### src/enbid_pkg.sv
// Package for the ELF note build id scanner.
// Holds the phase encoding, status codes, result word layout and hex digit lookup.
// No dependencies.
package enbid_pkg;

  localparam int unsigned BYTE_W  = 8;
  localparam int unsigned LEN_W   = 32;
  localparam int unsigned POS_W   = LEN_W + 1;
  localparam int unsigned CNT_W   = 4;
  localparam int unsigned HEX_W   = 7;
  localparam int unsigned STAT_W  = 2;
  localparam int unsigned OUT_W   = 16;

  localparam logic [CNT_W-1:0] HDR_NAME_DONE = 4'd4;
  localparam logic [CNT_W-1:0] HDR_DESC_DONE = 4'd8;
  localparam logic [CNT_W-1:0] HDR_TYPE_DONE = 4'd12;

  localparam logic [LEN_W-1:0] BUILD_ID_TYPE = 32'd3;
  localparam logic [LEN_W-1:0] GNU_NAME_LEN  = 32'd3;

  localparam logic [BYTE_W-1:0] CHAR_G = 8'h47;
  localparam logic [BYTE_W-1:0] CHAR_N = 8'h4e;
  localparam logic [BYTE_W-1:0] CHAR_U = 8'h55;

  typedef enum logic [STAT_W-1:0] {
    ST_PENDING   = 2'd0,
    ST_FOUND     = 2'd1,
    ST_NOT_FOUND = 2'd2
  } status_t;

  typedef enum logic [4:0] {
    PH_HEADER    = 5'b00001,
    PH_NAME      = 5'b00010,
    PH_DESC_SKIP = 5'b00100,
    PH_DESC_EMIT = 5'b01000,
    PH_DONE      = 5'b10000
  } phase_t;

  typedef struct packed {
    logic              has_pair;
    logic [HEX_W-1:0]  hex_high;
    logic [HEX_W-1:0]  hex_low;
    logic [STAT_W-1:0] status;
  } result_t;

  function automatic logic [HEX_W-1:0] hex_char(input logic [3:0] nib);
    if (nib < 4'd10) begin
      return 7'h30 + {3'b000, nib};
    end else begin
      return 7'h57 + {3'b000, nib};
    end
  endfunction

endpackage

### src/elf_note_build_id_scan.sv
// ELF note segment scanner that extracts the GNU build id as hex characters.
// Depends on enbid_pkg for the phase encoding, status codes and hex lookup.
//
//  channel | direction | handshake            | payload
//  in_     | input     | in_tvalid/in_tready   | tdata[7:0] seg_byte, tlast block_last
//  out_    | output    | out_tvalid/out_tready | tuser has_pair, tdata hex/status
//  cfg_    | input     | cfg_valid/cfg_ready   | cfg_data big_endian
//
// One word is accepted per cycle while in_tready is high; its result is registered.
// A result register and a skid register decouple the two sides, so in_tready
// only drops while the skid register holds a word.
// Reset is synchronous and active low; it clears all scan state and big_endian.
// The configuration port is always ready.
module elf_note_build_id_scan (
  input  logic                           clk,
  input  logic                           rst_n,
  input  logic                           in_tvalid,
  output logic                           in_tready,
  input  logic [enbid_pkg::BYTE_W-1:0]   in_tdata,   // [7:0] seg_byte
  input  logic                           in_tlast,   // block_last
  output logic                           out_tvalid,
  input  logic                           out_tready,
  output logic [enbid_pkg::OUT_W-1:0]    out_tdata,  // [6:0] hex_high, [13:7] hex_low,
                                                     // [15:14] status
  output logic                           out_tuser,  // has_pair
  input  logic                           cfg_valid,
  output logic                           cfg_ready,
  input  logic                           cfg_data    // big_endian
);
  import enbid_pkg::*;

  logic              big_endian_r;
  phase_t            phase_r, phase_nxt;
  logic [CNT_W-1:0]  hdr_cnt_r, hdr_cnt_nxt;
  logic [LEN_W-1:0]  word_r, word_nxt;
  logic [LEN_W-1:0]  name_len_r, name_len_nxt;
  logic [LEN_W-1:0]  desc_len_r, desc_len_nxt;
  logic              type_bid_r, type_bid_nxt;
  logic [POS_W-1:0]  pos_r, pos_nxt;
  logic              name_ok_r, name_ok_nxt;
  logic              found_r, found_nxt;

  logic              out_valid_r, out_valid_nxt;
  logic              skid_valid_r, skid_valid_nxt;
  result_t           out_data_r, skid_data_r;

  logic              accept;
  logic              out_take;
  logic              res_valid;
  result_t           res;
  logic [LEN_W-1:0]  word_shift;
  logic [CNT_W-1:0]  cnt_inc;
  logic [POS_W-1:0]  pos_inc;
  logic [POS_W-1:0]  name_pad;
  logic [POS_W-1:0]  desc_pad;
  logic [BYTE_W-1:0] want;
  logic              match;
  logic              found_now;
  logic              pair;

  assign in_tready  = !skid_valid_r;
  assign cfg_ready  = 1'b1;
  assign accept     = in_tvalid && in_tready;
  assign out_take   = out_valid_r && out_tready;
  assign out_tvalid = out_valid_r;
  assign out_tuser  = out_data_r.has_pair;
  assign out_tdata  = {out_data_r.status, out_data_r.hex_low, out_data_r.hex_high};

  assign name_pad = {({1'b0, name_len_r[LEN_W-1:2]} + (LEN_W-1)'(|name_len_r[1:0])), 2'b00};
  assign desc_pad = {({1'b0, desc_len_r[LEN_W-1:2]} + (LEN_W-1)'(|desc_len_r[1:0])), 2'b00};
  assign pos_inc  = pos_r + POS_W'(1);
  assign cnt_inc  = hdr_cnt_r + CNT_W'(1);
  assign word_shift = big_endian_r ? {word_r[LEN_W-BYTE_W-1:0], in_tdata}
                                   : {in_tdata, word_r[LEN_W-1:BYTE_W]};

  always_comb begin
    phase_nxt    = phase_r;
    hdr_cnt_nxt  = hdr_cnt_r;
    word_nxt     = word_r;
    name_len_nxt = name_len_r;
    desc_len_nxt = desc_len_r;
    type_bid_nxt = type_bid_r;
    pos_nxt      = pos_r;
    name_ok_nxt  = name_ok_r;
    found_nxt    = found_r;
    found_now    = 1'b0;
    pair         = 1'b0;
    match        = 1'b0;
    want         = '0;
    res          = '0;

    if (pos_r == POS_W'(0)) begin
      want = CHAR_G;
    end else if (pos_r == POS_W'(1)) begin
      want = CHAR_N;
    end else if (pos_r == POS_W'(2)) begin
      want = CHAR_U;
    end

    if (accept) begin
      case (phase_r)
        PH_HEADER: begin
          word_nxt    = word_shift;
          hdr_cnt_nxt = cnt_inc;
          if (cnt_inc == HDR_NAME_DONE) begin
            name_len_nxt = word_shift;
          end else if (cnt_inc == HDR_DESC_DONE) begin
            desc_len_nxt = word_shift;
          end else if (cnt_inc >= HDR_TYPE_DONE) begin
            type_bid_nxt = (word_shift == BUILD_ID_TYPE);
            hdr_cnt_nxt  = '0;
            word_nxt     = '0;
            name_ok_nxt  = 1'b1;
            pos_nxt      = '0;
            if (name_len_r == '0) begin
              phase_nxt = (desc_len_r == '0) ? PH_HEADER : PH_DESC_SKIP;
            end else begin
              phase_nxt = PH_NAME;
            end
          end
        end
        PH_NAME: begin
          if (pos_r < {1'b0, name_len_r} && in_tdata != want) begin
            name_ok_nxt = 1'b0;
          end
          pos_nxt = pos_inc;
          if (pos_inc >= name_pad) begin
            match   = type_bid_r && name_ok_nxt && (name_len_r >= GNU_NAME_LEN);
            pos_nxt = '0;
            if (desc_len_r == '0) begin
              if (match) begin
                phase_nxt = PH_DONE;
                found_nxt = 1'b1;
                found_now = 1'b1;
              end else begin
                phase_nxt = PH_HEADER;
              end
            end else begin
              phase_nxt = match ? PH_DESC_EMIT : PH_DESC_SKIP;
            end
          end
        end
        PH_DESC_SKIP, PH_DESC_EMIT: begin
          if (phase_r == PH_DESC_EMIT && pos_r < {1'b0, desc_len_r}) begin
            pair = 1'b1;
          end
          pos_nxt = pos_inc;
          if (pos_inc >= desc_pad) begin
            pos_nxt = '0;
            if (phase_r == PH_DESC_EMIT) begin
              found_nxt = 1'b1;
              found_now = 1'b1;
              phase_nxt = PH_DONE;
            end else begin
              phase_nxt = PH_HEADER;
            end
          end
        end
        PH_DONE: begin
        end
        default: begin
          phase_nxt = PH_HEADER;
        end
      endcase

      res.has_pair = pair;
      if (pair) begin
        res.hex_high = hex_char(in_tdata[7:4]);
        res.hex_low  = hex_char(in_tdata[3:0]);
      end
      if (found_now) begin
        res.status = ST_FOUND;
      end else if (in_tlast && !found_r) begin
        res.status = ST_NOT_FOUND;
      end else begin
        res.status = ST_PENDING;
      end

      if (in_tlast) begin
        phase_nxt    = PH_HEADER;
        hdr_cnt_nxt  = '0;
        word_nxt     = '0;
        name_len_nxt = '0;
        desc_len_nxt = '0;
        type_bid_nxt = 1'b0;
        pos_nxt      = '0;
        name_ok_nxt  = 1'b1;
        found_nxt    = 1'b0;
      end
    end
  end

  assign res_valid = accept && (res.has_pair || res.status != ST_PENDING);

  always_comb begin
    out_valid_nxt  = out_valid_r;
    skid_valid_nxt = skid_valid_r;
    if (skid_valid_r) begin
      if (out_take) begin
        skid_valid_nxt = 1'b0;
      end
    end else if (res_valid) begin
      if (out_valid_r && !out_take) begin
        skid_valid_nxt = 1'b1;
      end else begin
        out_valid_nxt = 1'b1;
      end
    end else if (out_take) begin
      out_valid_nxt = 1'b0;
    end
  end

  always_ff @(posedge clk) begin
    if (!rst_n) begin
      big_endian_r <= 1'b0;
      phase_r      <= PH_HEADER;
      hdr_cnt_r    <= '0;
      word_r       <= '0;
      name_len_r   <= '0;
      desc_len_r   <= '0;
      type_bid_r   <= 1'b0;
      pos_r        <= '0;
      name_ok_r    <= 1'b1;
      found_r      <= 1'b0;
      out_valid_r  <= 1'b0;
      skid_valid_r <= 1'b0;
    end else begin
      if (cfg_valid && cfg_ready) begin
        big_endian_r <= cfg_data;
      end
      phase_r      <= phase_nxt;
      hdr_cnt_r    <= hdr_cnt_nxt;
      word_r       <= word_nxt;
      name_len_r   <= name_len_nxt;
      desc_len_r   <= desc_len_nxt;
      type_bid_r   <= type_bid_nxt;
      pos_r        <= pos_nxt;
      name_ok_r    <= name_ok_nxt;
      found_r      <= found_nxt;
      out_valid_r  <= out_valid_nxt;
      skid_valid_r <= skid_valid_nxt;
    end
  end

  always_ff @(posedge clk) begin
    if (skid_valid_r) begin
      if (out_take) begin
        out_data_r <= skid_data_r;
      end
    end else if (res_valid) begin
      if (out_valid_r && !out_take) begin
        skid_data_r <= res;
      end else begin
        out_data_r <= res;
      end
    end
  end

endmodule

### config.mk
export PLATFORM = sky130hd
export DESIGN_NAME = elf_note_build_id_scan
export DESIGN_NICKNAME = d
export VERILOG_FILES = /design/src/enbid_pkg.sv /design/src/elf_note_build_id_scan.sv
export SDC_FILE = /design/constraint.sdc
export NUM_CORES = 1
export LEC_CHECK = 0
export ABC_AREA = 1
export BUFFER_PORTS_ARGS = -buffer_cell sky130_fd_sc_hd__buf_4
export CORE_ASPECT_RATIO = 2
export CORE_MARGIN = 5
export CORE_UTILIZATION = 51
export CTS_CLUSTER_SIZE = 12
export DETAILED_ROUTE_END_ITERATION = 10
export GPL_TIMING_DRIVEN = 1
export HOLD_SLACK_MARGIN = 0.12
export PLACE_DENSITY = 0.67
export SYNTH_ARGS = -nofsm -noshare
export SYNTH_HDL_FRONTEND = slang
export SYNTH_SLANG_ARGS = --single-unit
### constraint.sdc
create_clock -name clk -period 12.08 [get_ports clk]
set_input_delay 1.208 -clock clk [delete_from_list [all_inputs] [get_ports clk]]
set_output_delay 1.208 -clock clk [all_outputs]
set_load 0.1 [all_outputs]
==> impl_metrics.toml, run 1 <==
[outcome]
outcome = "complete, no violations"

[die]
die_h_um = 234
start_util_pct = 51.3
die_area_um2 = 28600
core_area_um2 = 24900
rows = 82
ioPinCount = 35
floorplan.die.width_um = 122

[synthesis]
ys_ff_latch = 178
netlist_area_um2 = 12800
synth_top_area_cell = "dfxtp_1"
synth_edf_count = 34
synth_area_leaders = "dfxtp_1, ha_1, nand2_1, edfxtp_1, a21oi_1"
netlist_instances = 1782
syn_nets = 1933
seq_area_frac_synth_pct = 30.5
yosysWarnings = 0
ys_types = 52
async_flop_share_pct = 0
syn_avg_cell_area_um2 = 7.18
synth_top_area_share_pct = 22.5
synth_ff_type = "dfxtp_1"

[routing]
postRouteWirelength_um = 40400
vias = 12129
drc_errors = 0
avgRoutedWirePerCell_um = 18.9
drtIter0Drc = 1028
dr.pass1.iters = 5
avgViaCountPerCell = 5.69
final_antenna_net_count = 0

[clock_network]
cts_max_path_buffers = 2
post_cts_buffers = 0
htree_num_levels = 4
postCtsHoldBufs = 0
numCtsBuffers = 17
cts_tree = "done"
cts_resized = 0
path_clk_slew_ns = 0.07
clock_sinks = 178
clk_latency_ns = 0.46
root_buffer = "clkbuf_16"

[critical_path]
worstPathArrival_ns = 5.28
critPathMaxFanout = 17
r2r_slack_ns = 6.89
crit_required_ns = 12.17
cp-end-kind = "flip-flop"
critPathLaunchType = "flip-flop"
crit_type = "reg2reg"

[sta]
slew_headroom_pct = 28.2
final.period_utilization_pct = 43.0
slew_violations = 0
worst_pin_slew_ns = 1.08
hold_slack_ns = 0.466
fmax_mhz = 193
skew_ns = 0.0117
period_needed_ns = 5.19
setup_tns_ns = 0
setup_viol = 0
rsz0062_at_grt = "no"
final-hold-violation-count = 0

[placed_design]
dp_cells = 2101
hpwlAfterDp_um = 31600
port-buffer-count = 33
globalplace.congestion = 0.959

[worst_hold_path]
hp-class = "reg2reg"

[global_routing]
grt_pass1_vias = 11555
grt_pass1_wl_um = 62100
overflow = 0
use_met1_pct = 30.1
antenna_found_initial = 0
grt_max_degree = 71
grt_use_met2_pct = 50.8
grt_busiest_layer = "met2"
grt_util_met3_pct = 3.89
grt_use_total_pct = 28.7

[layout]
drive_gt1_share_pct = 8.57
fillCellCount = 2463
area_growth_pct = 8.54
fin_nets = 1935
stdcell_count = 2133
insertedDiodeCount = 0

[power_and_ir_drop]
finalPower_mw = 1.51
ir_worst_vdd_mv = 0.106
p_leak_nw = 5.86
powerDensity_nw_per_um2 = 109

[job]
cap_violations = 0
report_power, final:
part           switching [mW]  leakage, nW  internal (mW)  total, mW
Combinational           0.208         4.05         0.0822      0.290
Clock                   0.264        0.293          0.308      0.572
Sequential             0.0239         1.52          0.628      0.652
Total                   0.496         5.86           1.02       1.51
final cells by class:
class                           count  area (um^2)  area share [%]
Inverter                          220          826            5.94
Tap cell                          336          420            3.03
Timing Repair Buffer               40          300            2.16
Clock inverter                     11          115           0.829
Clock buffer                       21          474            3.41
Sequential cell                   178         3900            28.1
Multi-Input combinational cell   1327         7850            56.5
critical path, stage by stage (launching register included):
cell and delay (ns):
dfxtp_1 0.50, ha_1 0.23, nand2_1 0.09, nor3_2 0.25, nand2_2 0.13, nor3_4 0.19
nand3_2 0.20, nor4_4 0.25, nand2_1 0.15, nor2_1 0.28, nand3_1 0.14, xor2_1 0.33
ha_1 0.22, nand2_1 0.09, nor3_1 0.17, nor3b_1 0.21, inv_1 0.08, nor4b_1 0.25
nand2_1 0.12, nand3_1 0.14, nand2_1 0.08, nand3_1 0.13, nand3_1 0.10, inv_1 0.46
placed cells by master, fill, tap and decap left out, drive strengths merged, types with 2 or more instances in the layout:
cell    instances
nand4          49
a211oi         15
a21oi         204
nand3          69
nand3b         20
nor3           35
dfxtp         144
clkinv          5
or2             6
nand2         361
a21boi          3
o211ai          3
clkbuf         21
xnor2           2
edfxtp         34
a31oi           2
buf            40
ha            136
nor2          175
xor2           73
inv           224
mux2i          12
nor4           33
o21ai         117
routing by layer:
layer	wire length (um)	part of all wire (%)
met1	14600	36
met2	20600	51
met3	1670	4.1
met4	3510	8.7
met5	0	0
synthesized netlist by cell type (25+ instances only):
cell        n
edfxtp_1   34
nor4_1     29
inv_1     195
nor2_1    159
clkbuf_1   52
a21oi_1   202
nand2_1   353
nor3_1     25
ha_1      136
dfxtp_1   144
o21ai_0   115
xor2_1     73
nand3_1    62
nand4_1    47
per-stage QoR:
step                      util, %  area (um^2)  setup WS [ns]
after floorplan                 -        12800           7.17
after global placement       53.4        13300           7.03
after detailed placement     53.4        13300           6.94
after CTS                    55.7        13900           6.91
after global routing         55.7        13900           6.33
final                        55.7        13900           6.89
state kept, by name (all words and copies together), names as in the netlist, 4 cells and up:
signal	cells
pos_r	33
out_tdata	16
desc_len_r	32
name_len_r	32
word_r	32
hdr_cnt_r	4
skid_data_r	17
phase_r	5
logic make-up after synthesis:
| family | share of synthesized area (%) |
|---|---|
| fa+ha+maj | 13.3 |
| simple gates | 27.5 |
| xor+xnor | 5.13 |
| flops | 30.5 |
| compound gates | 14.4 |
| buf+inv | 8.18 |
| mux | 0.939 |
| other cells | 0.0293 |
final timing paths:
kind	start	cells after the start	end
setup / recovery	pos_r[1]	23	skid_data_r[11]
hold / removal	word_r[7]	2	word_r[7]
setup reg to reg	pos_r[1]	23	skid_data_r[11]
hold reg to reg	word_r[7]	2	word_r[7]
No activity file was read; power rests on OpenSTA's default activity.
==> inputs of run 2 (changes only) <==
clock period = 4.9 ns   (was 12.08 ns; I/O delays follow)
==> run 2 against run 1 <==
Effect of this change:
- design area up 4.3%
- sequential cell count stayed put
- maximum frequency rose by 8.5%
- clock skew fell by 0.0013 ns
- clock power rose by 150%
- critical path type unchanged
- largest power group unchanged
- first-iteration DRC count down 9.1%
==> impl_metrics.toml, run 2 (synthesis gave the netlist of run 1 again) <==
[outcome]
outcome = "complete, no violations"

[layout]
largest_register = "pos_r"
largest_reg_flops = 33
area_growth_pct = 13.2
insertedDiodeCount = 0
drive_gt1_share_pct = 12.4
final_common_cell = "nand2_1"
fin_nets = 1978
stdcell_count = 2176
layout_common_cells = "nand2_1, a21oi_1, inv_1"

[sta]
final-hold-violation-count = 0
slew_violations = 0
slew_headroom_pct = 28.4
skew_ns = 0.0104
worst_pin_slew_ns = 1.07
fmax_mhz = 209
final.period_utilization_pct = 97.6
rsz0062_at_grt = "yes"
layout_setup_ws_ns = 0.118
period_needed_ns = 4.78
setup_viol = 0

[placed_design]
port-buffer-count = 33
hpwlAfterDp_um = 32200
dpl_worst_slack_ns = 0.104
dp_cells = 2131
globalplace.congestion = 1.02

[die]
rows = 82
start_util_pct = 51.3
die_h_um = 234
core_area_um2 = 24900
floorplan.die.width_um = 122
die_area_um2 = 28600
ioPinCount = 35

[critical_path]
critPathLaunchType = "flip-flop"
critPathMaxStageDelay_ns = 0.34
worstPathArrival_ns = 4.96
reg2reg_depth = 31
reg2reg_from = "desc_len_r[0]"
r2r_slack_ns = 0.12
worst_r2r_endpoint = "out_tdata[1]"
critPathMaxFanout = 8
cpMaxStageDelayCell = "dfxtp_2"
cp-end-kind = "flip-flop"
critical_path.top_delay_family = "simple AND/OR/NAND/NOR gates"
path_buf_inv = 3
crit_type = "reg2reg"
cpMostUsedCell = "nand2_2"
crit_required_ns = 5.08

[worst_hold_path]
holdPathStages = 3
min-delay-start = "cfg_data"
holdPathEnd = "big_endian_r"
hp-class = "in2reg"

[clock_network]
clock_sinks = 178
cts_max_path_buffers = 2
postCtsHoldBufs = 0
cts_tree = "done"
numCtsBuffers = 17
path_clk_slew_ns = 0.08
root_buffer = "clkbuf_16"
clk_latency_ns = 0.46
htree_num_levels = 4

[power_and_ir_drop]
p_int_mw = 2.52
switchingPower_mw = 1.25
powerDensity_nw_per_um2 = 260
clkPwrFrac_pct = 37.3
combPwrFrac_pct = 20.0
p_leak_nw = 6.17
ir_worst_vdd_mv = 0.255
netSwitchingFraction_pct = 33.3
pwr-share-seq_pct = 42.7

[global_routing]
antenna_found_initial = 0
grt_use_total_pct = 28.7
grt_pass1_vias = 11647
overflow = 0
grt_pass1_wl_um = 62400
grt_max_degree = 54

[routing]
dr.pass1.iters = 6
vias = 12403
avgRoutedWirePerCell_um = 18.9
final_antenna_net_count = 0
drtIter0Drc = 934
avgViaCountPerCell = 5.70
postRouteWirelength_um = 41200
drc_errors = 0

[job]
cap_violations = 0
-- run 2: cell types whose count changed in the layout (fill, tap and decap cells not counted), sizes merged --
| cell | before | now |
|---|---|---|
| clkinv | 5 | 8 |
| buf | 40 | 82 |
| clkbuf | 21 | 20 |
| clkinvlp | 1 | 0 |
-- run 2: worst max path at each step --
stage	slack, ns	endpoint	cells past startpoint	start
finish	0.12	out_tdata[1]	31	desc_len_r[0]
global route	-0.18	out_tdata[14]	31	desc_len_r[0]
CTS	0.06	out_tdata[10]	31	desc_len_r[0]
detailed placement	0.10	out_tdata[10]	31	desc_len_r[0]
global placement	0.21	out_tdata[10]	31	desc_len_r[0]
floorplan	0.32	out_tdata[0]	30	desc_len_r[0]
-- run 2: layout make-up --
type	instances	area, um^2
tap	336	420
fill	2413	10400
sequential	178	3910
clock buffer	19	453
inverter	220	826
multi-input combinational	1327	8050
timing repair buffer	83	691
clock inverter	13	139
-- run 2: routing by layer --
metal	vias to the layer above	wire length (um)	GRT usage (%)
met1	5769	14700	29.4
met3	157	1680	4.06
li1	6073	-	-
met2	404	20900	50.6
met4	0	3880	23.8
met5	-	0	0
-- run 2: worst reg2reg max path, delay by kind of cell, from the launching register on --
family          cells  cell delay (ns)
compound gates      1             0.22
fa+ha+maj           3             0.62
buf+inv             3             0.35
simple gates       24             2.98
flops               1             0.34
-- run 2: per-stage QoR --
stage / util [%] / setup TNS (ns) / power, mW / hold WS, ns / cell area, um^2
final: 58.1 / 0 / 3.77 / 0.276 / 14500
after global routing: 58.1 / -5.12 / 3.92 / 0.307 / 14500
after CTS: 56.9 / 0 / 3.75 / 0.280 / 14200
after detailed placement: 54.5 / 0 / 2.36 / 0.456 / 13600
after global placement: 54.5 / 0 / 2.35 / 0.449 / 13600
after floorplan: - / 0 / 2.12 / 0.437 / 12800
-- run 2: power by group through the flow --
stage	combinational, mW	clock, mW	sequential (mW)
2_1_floorplan	0.455	0	1.67
3_3_place_gp	0.709	0	1.64
3_5_place_dp	0.717	0	1.64
4_1_cts	0.720	1.43	1.61
5_1_grt	0.825	1.48	1.62
6_report	0.754	1.41	1.61
-- run 2: repair_timing --
item                                    CTS  global route
buffers inserted                          0            12
hold endpoints to repair                  0             0
endpoints found under the setup margin    0            76
gates resized for setup                   0            47
